--- config.mk ---
export PLATFORM = sky130hd
export DESIGN_NAME = utf16_to_utf8_transcoder_core
export DESIGN_NICKNAME = d
export VERILOG_FILES = /design/src/rtl/utt_pkg.sv /design/src/rtl/utt_front.sv /design/src/rtl/utt_queue.sv /design/src/rtl/utt_back.sv /design/src/rtl/utf16_to_utf8_transcoder_core.sv
export SDC_FILE = /design/constraint.sdc
export NUM_CORES = 1
export LEC_CHECK = 0
export ABC_CLOCK_PERIOD_IN_PS = 12290
export BUFFER_PORTS_ARGS = -buffer_cell sky130_fd_sc_hd__buf_2
export CORE_MARGIN = 5
export CORE_UTILIZATION = 44
export DETAILED_ROUTE_END_ITERATION = 8
export SYNTH_ARGS = -nofsm -noshare
export SYNTH_HDL_FRONTEND = slang
export SYNTH_SLANG_ARGS = --single-unit
--- constraint.sdc ---
create_clock -name clk -period 12.29 [get_ports clk]
set_clock_uncertainty 0.05 [all_clocks]
set_input_delay 0.6145 -clock clk [delete_from_list [all_inputs] [get_ports clk]]
set_output_delay 0.6145 -clock clk [all_outputs]
set_load 0.01 [all_outputs]
--- src/rtl/utt_pkg.sv ---
// shared types, constants and byte encoding for the utf-16 to utf-8 transcoder
package utt_pkg;

  localparam int unsigned UNIT_W      = 16;
  localparam int unsigned BYTE_W      = 8;
  localparam int unsigned CFG_W       = 24;
  localparam int unsigned OUT_COUNT_W = 24;
  localparam int unsigned CP_W        = 21;
  localparam int unsigned SURR_W      = 10;
  localparam int unsigned QUEUE_DEPTH = 4;
  localparam int unsigned QPTR_W      = $clog2(QUEUE_DEPTH);
  localparam int unsigned QFILL_W     = $clog2(QUEUE_DEPTH + 1);

  localparam logic [5:0] HIGH_SURR_TAG = 6'b110110;
  localparam logic [5:0] LOW_SURR_TAG  = 6'b110111;

  localparam logic [CP_W-1:0] SUPP_BASE = 21'h10000;
  localparam logic [CP_W-1:0] MAX_1B    = 21'h00007F;
  localparam logic [CP_W-1:0] MAX_2B    = 21'h0007FF;
  localparam logic [CP_W-1:0] MAX_3B    = 21'h00FFFF;

  // sequence length minus one
  typedef enum logic [1:0] {
    LEN_1 = 2'd0,
    LEN_2 = 2'd1,
    LEN_3 = 2'd2,
    LEN_4 = 2'd3
  } len_t;

  typedef struct packed {
    logic                   last;
    logic [CP_W-1:0]        cp;
    len_t                   len;
    logic [OUT_COUNT_W-1:0] count;
    logic                   status;
  } rec_t;

  function automatic len_t utt_len(input logic [CP_W-1:0] cp);
    len_t l;
    if (cp <= MAX_1B) begin
      l = LEN_1;
    end else if (cp <= MAX_2B) begin
      l = LEN_2;
    end else if (cp <= MAX_3B) begin
      l = LEN_3;
    end else begin
      l = LEN_4;
    end
    return l;
  endfunction

  function automatic logic [BYTE_W-1:0] utt_byte(input logic [CP_W-1:0] cp, input len_t len,
                                                 input logic [1:0] idx);
    logic [BYTE_W-1:0] b;
    b = '0;
    unique case (len)
      LEN_1: b = cp[7:0];
      LEN_2: b = (idx == 2'd0) ? {3'b110, cp[10:6]} : {2'b10, cp[5:0]};
      LEN_3: begin
        unique case (idx)
          2'd0:    b = {4'b1110, cp[15:12]};
          2'd1:    b = {2'b10, cp[11:6]};
          default: b = {2'b10, cp[5:0]};
        endcase
      end
      LEN_4: begin
        unique case (idx)
          2'd0:    b = {5'b11110, cp[20:18]};
          2'd1:    b = {2'b10, cp[17:12]};
          2'd2:    b = {2'b10, cp[11:6]};
          default: b = {2'b10, cp[5:0]};
        endcase
      end
      default: b = '0;
    endcase
    return b;
  endfunction

endpackage

--- src/rtl/utt_front.sv ---
// front end: takes code units, pairs surrogates, tracks count and capacity, queues code points
module utt_front import utt_pkg::*; #(
  parameter int unsigned COUNT_WIDTH = 24
) (
  input  logic              clk,
  input  logic              rst,
  input  logic              cfg_valid,
  output logic              cfg_ready,
  input  logic [CFG_W-1:0]  cfg_data,
  input  logic              in_valid,
  output logic              in_ready,
  input  logic [UNIT_W-1:0] code_unit,
  input  logic              q_full,
  output logic              push,
  output rec_t              push_rec
);

  localparam int unsigned CW = COUNT_WIDTH;
  localparam int unsigned W  = ((CW > CFG_W) ? CW : CFG_W) + 1;

  logic [CFG_W-1:0]  buffer_size;
  logic [SURR_W-1:0] pending_high, pending_high_next;
  logic              pending_valid, pending_valid_next;
  logic [CW-1:0]     running_count, running_count_next;
  logic              halted, halted_next;
  logic              failed, failed_next;

  logic          accept;
  logic          count_only;
  logic          is_high;
  logic          is_low;
  logic          fail_eff;
  logic          have_cp;
  logic [CP_W-1:0] cp;
  len_t          len;
  logic [W-1:0]  bs_w;
  logic [W-1:0]  max_w;
  logic [W-1:0]  cap_w;
  logic [W-1:0]  rc_w;
  logic [CW-1:0] cap;
  logic [CW:0]   sum;

  assign cfg_ready  = 1'b1;
  assign in_ready   = !q_full;
  assign accept     = in_valid && in_ready;
  assign count_only = (buffer_size == '0);
  assign is_high    = (code_unit[15:10] == HIGH_SURR_TAG);
  assign is_low     = (code_unit[15:10] == LOW_SURR_TAG);

  assign bs_w  = W'(buffer_size);
  assign max_w = W'({CW{1'b1}});
  assign cap_w = (bs_w < max_w) ? bs_w : max_w;
  assign cap   = cap_w[CW-1:0];
  assign rc_w  = W'(running_count);

  assign len = utt_len(cp);
  assign sum = {1'b0, running_count} + (CW+1)'({1'b0, len} + 3'd1);

  always_comb begin
    pending_high_next  = pending_high;
    pending_valid_next = pending_valid;
    running_count_next = running_count;
    halted_next        = halted;
    failed_next        = failed;
    push               = 1'b0;
    have_cp            = 1'b0;
    cp                 = {{(CP_W-UNIT_W){1'b0}}, code_unit};
    fail_eff           = failed || (pending_valid && !halted);
    push_rec.last      = 1'b0;
    push_rec.cp        = cp;
    push_rec.len       = len;
    push_rec.count     = '0;
    push_rec.status    = 1'b0;
    if (pending_valid) begin
      cp = SUPP_BASE + {1'b0, pending_high, code_unit[9:0]};
      push_rec.cp = cp;
    end
    if (accept) begin
      if (code_unit == '0) begin
        push               = 1'b1;
        push_rec.last      = 1'b1;
        push_rec.count     = fail_eff ? '0 : rc_w[OUT_COUNT_W-1:0];
        push_rec.status    = fail_eff;
        pending_high_next  = '0;
        pending_valid_next = 1'b0;
        running_count_next = CW'(1);
        halted_next        = 1'b0;
        failed_next        = 1'b0;
      end else if (!halted) begin
        if (pending_valid) begin
          pending_valid_next = 1'b0;
          if (!is_low) begin
            failed_next = 1'b1;
            halted_next = 1'b1;
          end else begin
            have_cp = 1'b1;
          end
        end else if (!count_only && running_count >= cap) begin
          halted_next = 1'b1;
        end else if (is_high) begin
          pending_high_next  = code_unit[SURR_W-1:0];
          pending_valid_next = 1'b1;
        end else if (is_low) begin
          failed_next = 1'b1;
          halted_next = 1'b1;
        end else begin
          have_cp = 1'b1;
        end
        if (have_cp) begin
          if (count_only) begin
            running_count_next = sum[CW] ? {CW{1'b1}} : sum[CW-1:0];
          end else if (sum > {1'b0, cap}) begin
            halted_next = 1'b1;
          end else begin
            push               = 1'b1;
            running_count_next = sum[CW-1:0];
          end
        end
      end
    end
  end

  always_ff @(posedge clk) begin
    if (rst) begin
      buffer_size   <= '0;
      pending_high  <= '0;
      pending_valid <= 1'b0;
      running_count <= CW'(1);
      halted        <= 1'b0;
      failed        <= 1'b0;
    end else begin
      if (cfg_valid && cfg_ready) begin
        buffer_size <= cfg_data;
      end
      pending_high  <= pending_high_next;
      pending_valid <= pending_valid_next;
      running_count <= running_count_next;
      halted        <= halted_next;
      failed        <= failed_next;
    end
  end

endmodule

--- src/rtl/utt_queue.sv ---
// short record queue between front and back ends
module utt_queue import utt_pkg::*; (
  input  logic clk,
  input  logic rst,
  input  logic push,
  input  rec_t push_rec,
  input  logic pop,
  output rec_t head,
  output logic empty,
  output logic full
);

  rec_t               mem [QUEUE_DEPTH];
  logic [QPTR_W-1:0]  wr_ptr;
  logic [QPTR_W-1:0]  rd_ptr;
  logic [QFILL_W-1:0] fill;

  assign head  = mem[rd_ptr];
  assign empty = (fill == '0);
  assign full  = (fill == QFILL_W'(QUEUE_DEPTH));

  always_ff @(posedge clk) begin
    if (push) begin
      mem[wr_ptr] <= push_rec;
    end
  end

  always_ff @(posedge clk) begin
    if (rst) begin
      wr_ptr <= '0;
      rd_ptr <= '0;
      fill   <= '0;
    end else begin
      if (push) begin
        wr_ptr <= wr_ptr + QPTR_W'(1);
      end
      if (pop) begin
        rd_ptr <= rd_ptr + QPTR_W'(1);
      end
      unique case ({push, pop})
        2'b10:   fill <= fill + QFILL_W'(1);
        2'b01:   fill <= fill - QFILL_W'(1);
        default: fill <= fill;
      endcase
    end
  end

`ifndef SYNTHESIS
  a_no_overflow: assert property (@(posedge clk) disable iff (rst) full |-> !push)
    else $error("queue written while full");
  a_no_underflow: assert property (@(posedge clk) disable iff (rst) empty |-> !pop)
    else $error("queue read while empty");
  a_fill_range: assert property (@(posedge clk) disable iff (rst)
    fill <= QFILL_W'(QUEUE_DEPTH))
    else $error("queue fill out of range");
  a_fill_track: assert property (@(posedge clk) disable iff (rst)
    (push && !pop) |=> fill == $past(fill) + QFILL_W'(1))
    else $error("queue fill not tracking writes");
`endif

endmodule

--- src/rtl/utt_back.sv ---
// back end: expands queued code points into utf-8 bytes through an output register
module utt_back import utt_pkg::*; (
  input  logic                   clk,
  input  logic                   rst,
  input  rec_t                   head,
  input  logic                   empty,
  output logic                   pop,
  output logic                   out_valid,
  input  logic                   out_ready,
  output logic [BYTE_W-1:0]      out_byte,
  output logic                   last,
  output logic [OUT_COUNT_W-1:0] byte_count,
  output logic                   status
);

  logic [1:0] idx;
  logic       slot_free;
  logic       final_byte;

  assign slot_free  = !out_valid || out_ready;
  assign final_byte = head.last || (idx == head.len);
  assign pop        = slot_free && !empty && final_byte;

  always_ff @(posedge clk) begin
    if (rst) begin
      out_valid <= 1'b0;
      idx       <= '0;
    end else if (slot_free) begin
      out_valid <= !empty;
      if (!empty) begin
        idx <= final_byte ? 2'd0 : idx + 2'd1;
      end
    end
  end

  always_ff @(posedge clk) begin
    if (slot_free && !empty) begin
      out_byte   <= head.last ? '0 : utt_byte(head.cp, head.len, idx);
      last       <= head.last;
      byte_count <= head.last ? head.count : '0;
      status     <= head.last && head.status;
    end
  end

`ifndef SYNTHESIS
  a_end_zero: assert property (@(posedge clk) disable iff (rst)
    (out_valid && last) |-> (out_byte == '0))
    else $error("end item carries a non-zero byte");
  a_idx_reset: assert property (@(posedge clk) disable iff (rst) pop |=> idx == 2'd0)
    else $error("byte index not cleared after record");
  a_out_hold: assert property (@(posedge clk) disable iff (rst)
    (out_valid && !out_ready) |=>
      (out_valid && $stable({out_byte, last, byte_count, status})))
    else $error("output item changed while waiting");
`endif

endmodule

--- src/rtl/utf16_to_utf8_transcoder_core.sv ---
// top level of the utf-16 to utf-8 transcoder
// Takes one UTF-16 code unit per cycle while in_ready is high and produces UTF-8 bytes, one
// per cycle while out_ready is high, followed by an end item (zero byte, last set) carrying
// the byte count including terminator and the status (1 on an unpaired surrogate, count
// then zero). A buffer_size of zero counts only. The front end accepts a unit every cycle
// while the four-entry record queue has room, even while the back end still expands earlier
// code points. A unit's first byte goes through the record queue and the output register.
// buffer_size must be written only while the block is idle; the block does not enforce it.
module utf16_to_utf8_transcoder_core import utt_pkg::*; #(
  parameter int unsigned COUNT_WIDTH = 24
) (
  input  logic                   clk,
  input  logic                   rst,
  input  logic                   cfg_valid,
  output logic                   cfg_ready,
  input  logic [CFG_W-1:0]       cfg_data,
  input  logic                   in_valid,
  output logic                   in_ready,
  input  logic [UNIT_W-1:0]      code_unit,
  output logic                   out_valid,
  input  logic                   out_ready,
  output logic [BYTE_W-1:0]      out_byte,
  output logic                   last,
  output logic [OUT_COUNT_W-1:0] byte_count,
  output logic                   status
);

  logic push;
  rec_t push_rec;
  logic pop;
  rec_t head;
  logic empty;
  logic full;

  utt_front #(
    .COUNT_WIDTH(COUNT_WIDTH)
  ) u_front (
    .clk       (clk),
    .rst       (rst),
    .cfg_valid (cfg_valid),
    .cfg_ready (cfg_ready),
    .cfg_data  (cfg_data),
    .in_valid  (in_valid),
    .in_ready  (in_ready),
    .code_unit (code_unit),
    .q_full    (full),
    .push      (push),
    .push_rec  (push_rec)
  );

  utt_queue u_queue (
    .clk      (clk),
    .rst      (rst),
    .push     (push),
    .push_rec (push_rec),
    .pop      (pop),
    .head     (head),
    .empty    (empty),
    .full     (full)
  );

  utt_back u_back (
    .clk        (clk),
    .rst        (rst),
    .head       (head),
    .empty      (empty),
    .pop        (pop),
    .out_valid  (out_valid),
    .out_ready  (out_ready),
    .out_byte   (out_byte),
    .last       (last),
    .byte_count (byte_count),
    .status     (status)
  );

endmodule

==> parameters.txt <==
Parameter                              Value

Run status
  Status    complete, no violations

STA
  Minimum clock period    a little over 7 ns
  Slew Limit Headroom    0.3264
  TNS Setup    0 ns
  Final Hold Vio Count    0
  Worst Setup Slack, final    5.196 ns
  RSZ-0062 raised after global routing    no
  FMAX    0.1410 GHz
  Number of slew-limit violations in the final report    0
  Share of the clock period used by the worst path after layout    0.5772
  Worst-margin pin slew    1.001 ns
  Final setup violation count    0

Logic synthesis
  Post-synthesis share of cell area spent on full adders, half adders and majority gates    0.05732
  Main combinational cell family by area after synthesis    simple AND/OR/NAND/NOR gates
  Proportion of register bits with asynchronous set or reset after synthesis    0
  Share of the synthesized area in compound gates (AO/OA/AOI/OAI)    0.08290
  Yosys warns    0
  Multiplexer share of the synthesized area    0.1054
  Area share of xor/xnor cells in the synthesized design    0.01538
  EDFF count, synth    230
  Number of cells produced by synthesis    1078
  Fraction of the mapped netlist area in simple logic gates    0.1178
  Mean area per synthesized cell    13.20 µm²
  Yosys cell types    75
  Primary flip-flop cell chosen by synthesis mapping    sky130_fd_sc_hd__edfxtp_1
  Post-synth design cell area    0.01423 mm²
  FF+latch count, synth    303
  Net count after synthesis    1187
  Post-synthesis sequential area ratio    0.5880

Detailed routing
  DR vias/cell    5.652
  Detailed-routing iteration count for the pre-antenna-repair pass    5
  Wire length reported by the detailed router    31.64 mm
  Remaining number of nets flagged by the antenna check after routing    0
  Count of routing violations after the opening detailed-route iteration    roughly 670
  Drc violations    0
  Routed len/inst    20.11 µm
  Vias    8890

Global routing
  Via count of the first global-routing pass    about 8700
  Total congestion overflow    0
  Maximum number of pins on one net before global-route repair    51
  Antenna violations before repair    0
  Total global-route track usage    0.1751
  First-pass GRT wire length    around 51 mm

Clocking
  Number of levels the H-tree was split into    1
  Post-CTS setup buffer count    0
  Maximum buffer depth of the clock tree    3
  Post_cts resized    0
  Hold bufs inserted after CTS    0
  Buffer cell driving the clock tree root    sky130_fd_sc_hd__clkbuf_16
  Number of clock sinks    roughly 300
  Number of buffers created by CTS    31
  Clock latency on the worst-skew pair    0.55 ns
  TritonCTS clock tree    built
  Clock edge transition at the registers on the reported setup and hold paths    0.06 ns

Floorplanning
  Full die area    0.03604 mm²
  Starting density of the core    0.4487
  Overall die width    189.9 µm
  Core box area    0.03172 mm²
  Top Ports    82
  Die extent in y    between 150 and 200 µm
  Count of standard-cell rows    65

Worst setup path
  Count of buffer and inverter cells on the critical path    1
  Max stage delay cell, worst path    sky130_fd_sc_hd__dfxtp_1
  Critical path, cell by cell    mux2_2, nor4_1, nand3_1, ha_1, fa_1, a21oi_1, nor4_2, nand2_1, or3_1, nand2_1, ha_1, nand4_1, nor4_1, o211ai_1, nand4_1, a21oi_1, a21oi_4, ha_1, inv_1, fa_1, xor2_1, or3_1, a21oi_1
  Path type of the worst setup path    reg2reg
  Crit end category    flip-flop
  Category of the worst setup path launch point    flip-flop
  Largest delay share family, worst path    simple AND/OR/NAND/NOR gates
  Largest stage delay on the critical path    0.76 ns
  Required time of the worst setup path    12.71 ns
  Highest fanout seen on the critical path    19
  Setup slack on the worst flop-to-flop path    5.20 ns
  Data arrival, critical path    between 7 and 8 ns

Flow run
  Max Cap Viol    0

Place
  Total placed cells including tap cells    1515
  RD Place Congestion    roughly 0.92
  HPWL Detailed    21.69 mm
  Worst slack at placement    5.207 ns
  IO Port Bufs    80

Power
  Power per cell area    193.5 mW/mm²
  Peak VDD IR    around 0.00012 V
  LEAKAGE    5.637 nW

Hold path
  Path class of the lowest-slack min-delay path    in2reg

Cells and area
  Area Overhead vs Synth    12.52%
  Final layout net count    1255
  Utilization of the core after routing    0.5049
  Share of cells above drive strength 1    0.1845
  Final standard cell count with taps included and fillers excluded    1573
  Ant diodes    0
kinds of logic (layout without fill, tap and decap cells):
group / Yosys count / in the layout
AND/OR/NAND/NOR: 310 / 310
flip-flops: 303 / 303
AO/OA/AOI/OAI: 173 / 173
buffers and inverters: 113 / 206
multiplexers: 89 / 89
adder cells (fa/ha/maj): 64 / 64
XOR/XNOR: 25 / 25
other: 1 / 1
routing by layer:
layer / vias to the layer above / GRT usage / routed length, µm
li1: 4260 / - / -
met1: 4370 / 0.2720 / 15440
met2: 231 / 0.2668 / 14070
met3: 29 / 0.02752 / 1768
met4: 0 / 0.02671 / 357
met5: - / 0 / 0
where the power goes:
part           internal, W  switching [W]
combinational     0.000333       0.000467
sequential         0.00131      0.0000641
clock             0.000545       0.000377
total              0.00219       0.000908
sequential cells by signal (all words and copies together) (netlist names), named ones only:
signal	cells
u_front.pending_valid	1
u_queue.wr_ptr	2
u_queue.fill	3
u_front.failed	1
u_back.status	1
u_back.last	1
u_back.byte_count	24
u_back.out_byte	8
u_queue.mem	196
u_front.pending_high	10
u_front.halted	1
u_front.running_count	24
u_queue.rd_ptr	2
u_back.idx	2
u_back.out_valid	1
u_front.buffer_size	24
through the flow:
step,area [µm²],power [W],hold WS (ns)
global placement,15010,0.002209,0.4156
detailed placement,15010,0.002217,0.4149
finish,16010,0.003099,0.2471
global route,16010,0.003281,0.2258
floorplan,14230,0.001969,0.3935
CTS,16010,0.003146,0.2190
synth_stat cells (10+ instances only):
| cell type | n | area share |
|---|---|---|
| sky130_fd_sc_hd__a21oi_1 | 43 | 0.015 |
| sky130_fd_sc_hd__a22o_1 | 12 | 0.0074 |
| sky130_fd_sc_hd__and2_1 | 42 | 0.018 |
| sky130_fd_sc_hd__clkbuf_1 | 35 | 0.0092 |
| sky130_fd_sc_hd__dfxtp_1 | 73 | 0.10 |
| sky130_fd_sc_hd__edfxtp_1 | 230 | 0.49 |
| sky130_fd_sc_hd__ha_1 | 62 | 0.055 |
| sky130_fd_sc_hd__inv_1 | 58 | 0.015 |
| sky130_fd_sc_hd__mux2i_1 | 34 | 0.024 |
| sky130_fd_sc_hd__mux4_2 | 48 | 0.076 |
| sky130_fd_sc_hd__nand2_1 | 46 | 0.012 |
| sky130_fd_sc_hd__nand2b_1 | 12 | 0.0053 |
| sky130_fd_sc_hd__nand3_1 | 23 | 0.0081 |
| sky130_fd_sc_hd__nand4_1 | 22 | 0.0097 |
| sky130_fd_sc_hd__nor2_1 | 66 | 0.017 |
| sky130_fd_sc_hd__nor2b_1 | 10 | 0.0044 |
| sky130_fd_sc_hd__nor3_1 | 17 | 0.0060 |
| sky130_fd_sc_hd__nor4_1 | 31 | 0.014 |
| sky130_fd_sc_hd__o211ai_1 | 10 | 0.0053 |
| sky130_fd_sc_hd__o21ai_0 | 34 | 0.012 |
| sky130_fd_sc_hd__o21ai_1 | 10 | 0.0035 |
| sky130_fd_sc_hd__xnor2_1 | 18 | 0.011 |
cell type report:
type                       count  area (µm²)
inverter                      58       217.7
fill                        2785       15700
tap                          402       503.0
clock buffer                  43       850.8
clock inverter                15       157.7
sequential                   303        8373
multi-input combinational    662        5436
timing repair buffer          90       475.5
worst reg2reg max path, stage by stage, from the launching register on:
cell and delay [ns]:
sky130_fd_sc_hd__dfxtp_1 0.76, sky130_fd_sc_hd__mux2_2 0.46, sky130_fd_sc_hd__nor4_1 0.46, sky130_fd_sc_hd__nand3_1 0.27
sky130_fd_sc_hd__ha_1 0.41, sky130_fd_sc_hd__fa_1 0.22, sky130_fd_sc_hd__a21oi_1 0.13, sky130_fd_sc_hd__nor4_2 0.58
sky130_fd_sc_hd__nand2_1 0.30, sky130_fd_sc_hd__or3_1 0.40, sky130_fd_sc_hd__nand2_1 0.09, sky130_fd_sc_hd__ha_1 0.16
sky130_fd_sc_hd__nand4_1 0.20, sky130_fd_sc_hd__nor4_1 0.33, sky130_fd_sc_hd__o211ai_1 0.15, sky130_fd_sc_hd__nand4_1 0.19
sky130_fd_sc_hd__a21oi_1 0.16, sky130_fd_sc_hd__a21oi_4 0.40, sky130_fd_sc_hd__ha_1 0.26, sky130_fd_sc_hd__inv_1 0.06
sky130_fd_sc_hd__fa_1 0.37, sky130_fd_sc_hd__xor2_1 0.15, sky130_fd_sc_hd__or3_1 0.31, sky130_fd_sc_hd__a21oi_1 0.15
path summary, 6_finish.rpt:
kind / startpoint / endpoint / cells after the start
setup / recovery: u_front.pending_valid / u_queue.fill[2] / 23
hold / removal: cfg_data[2] / u_front.buffer_size[2] / 3
setup reg to reg: u_front.pending_valid / u_queue.fill[2] / 23
hold reg to reg: u_front.pending_high[5] / u_front.pending_high[5] / 2
cells in the final DEF (no fill, tap or decap), drive strengths merged, types with 6 or more instances in the layout:
| cell type | n |
|---|---|
| nand2 | 47 |
| edfxtp | 230 |
| ha | 62 |
| a221oi | 6 |
| o2bb2ai | 7 |
| dfxtp | 73 |
| a21o | 7 |
| clkbuf | 43 |
| xnor2 | 18 |
| or2 | 6 |
| mux2i | 34 |
| o211ai | 10 |
| mux2 | 7 |
| and2 | 43 |
| mux4 | 48 |
| nor4 | 32 |
| buf | 90 |
| xor2 | 7 |
| and3 | 9 |
| nor2b | 10 |
| a21oi | 46 |
| nor2 | 67 |
| nand3 | 25 |
| nand2b | 12 |
| o21ai | 45 |
| nor3 | 18 |
| nand4 | 22 |
| inv | 59 |
| clkinv | 9 |
| a22o | 12 |
(Power assumes the default switching activity.)
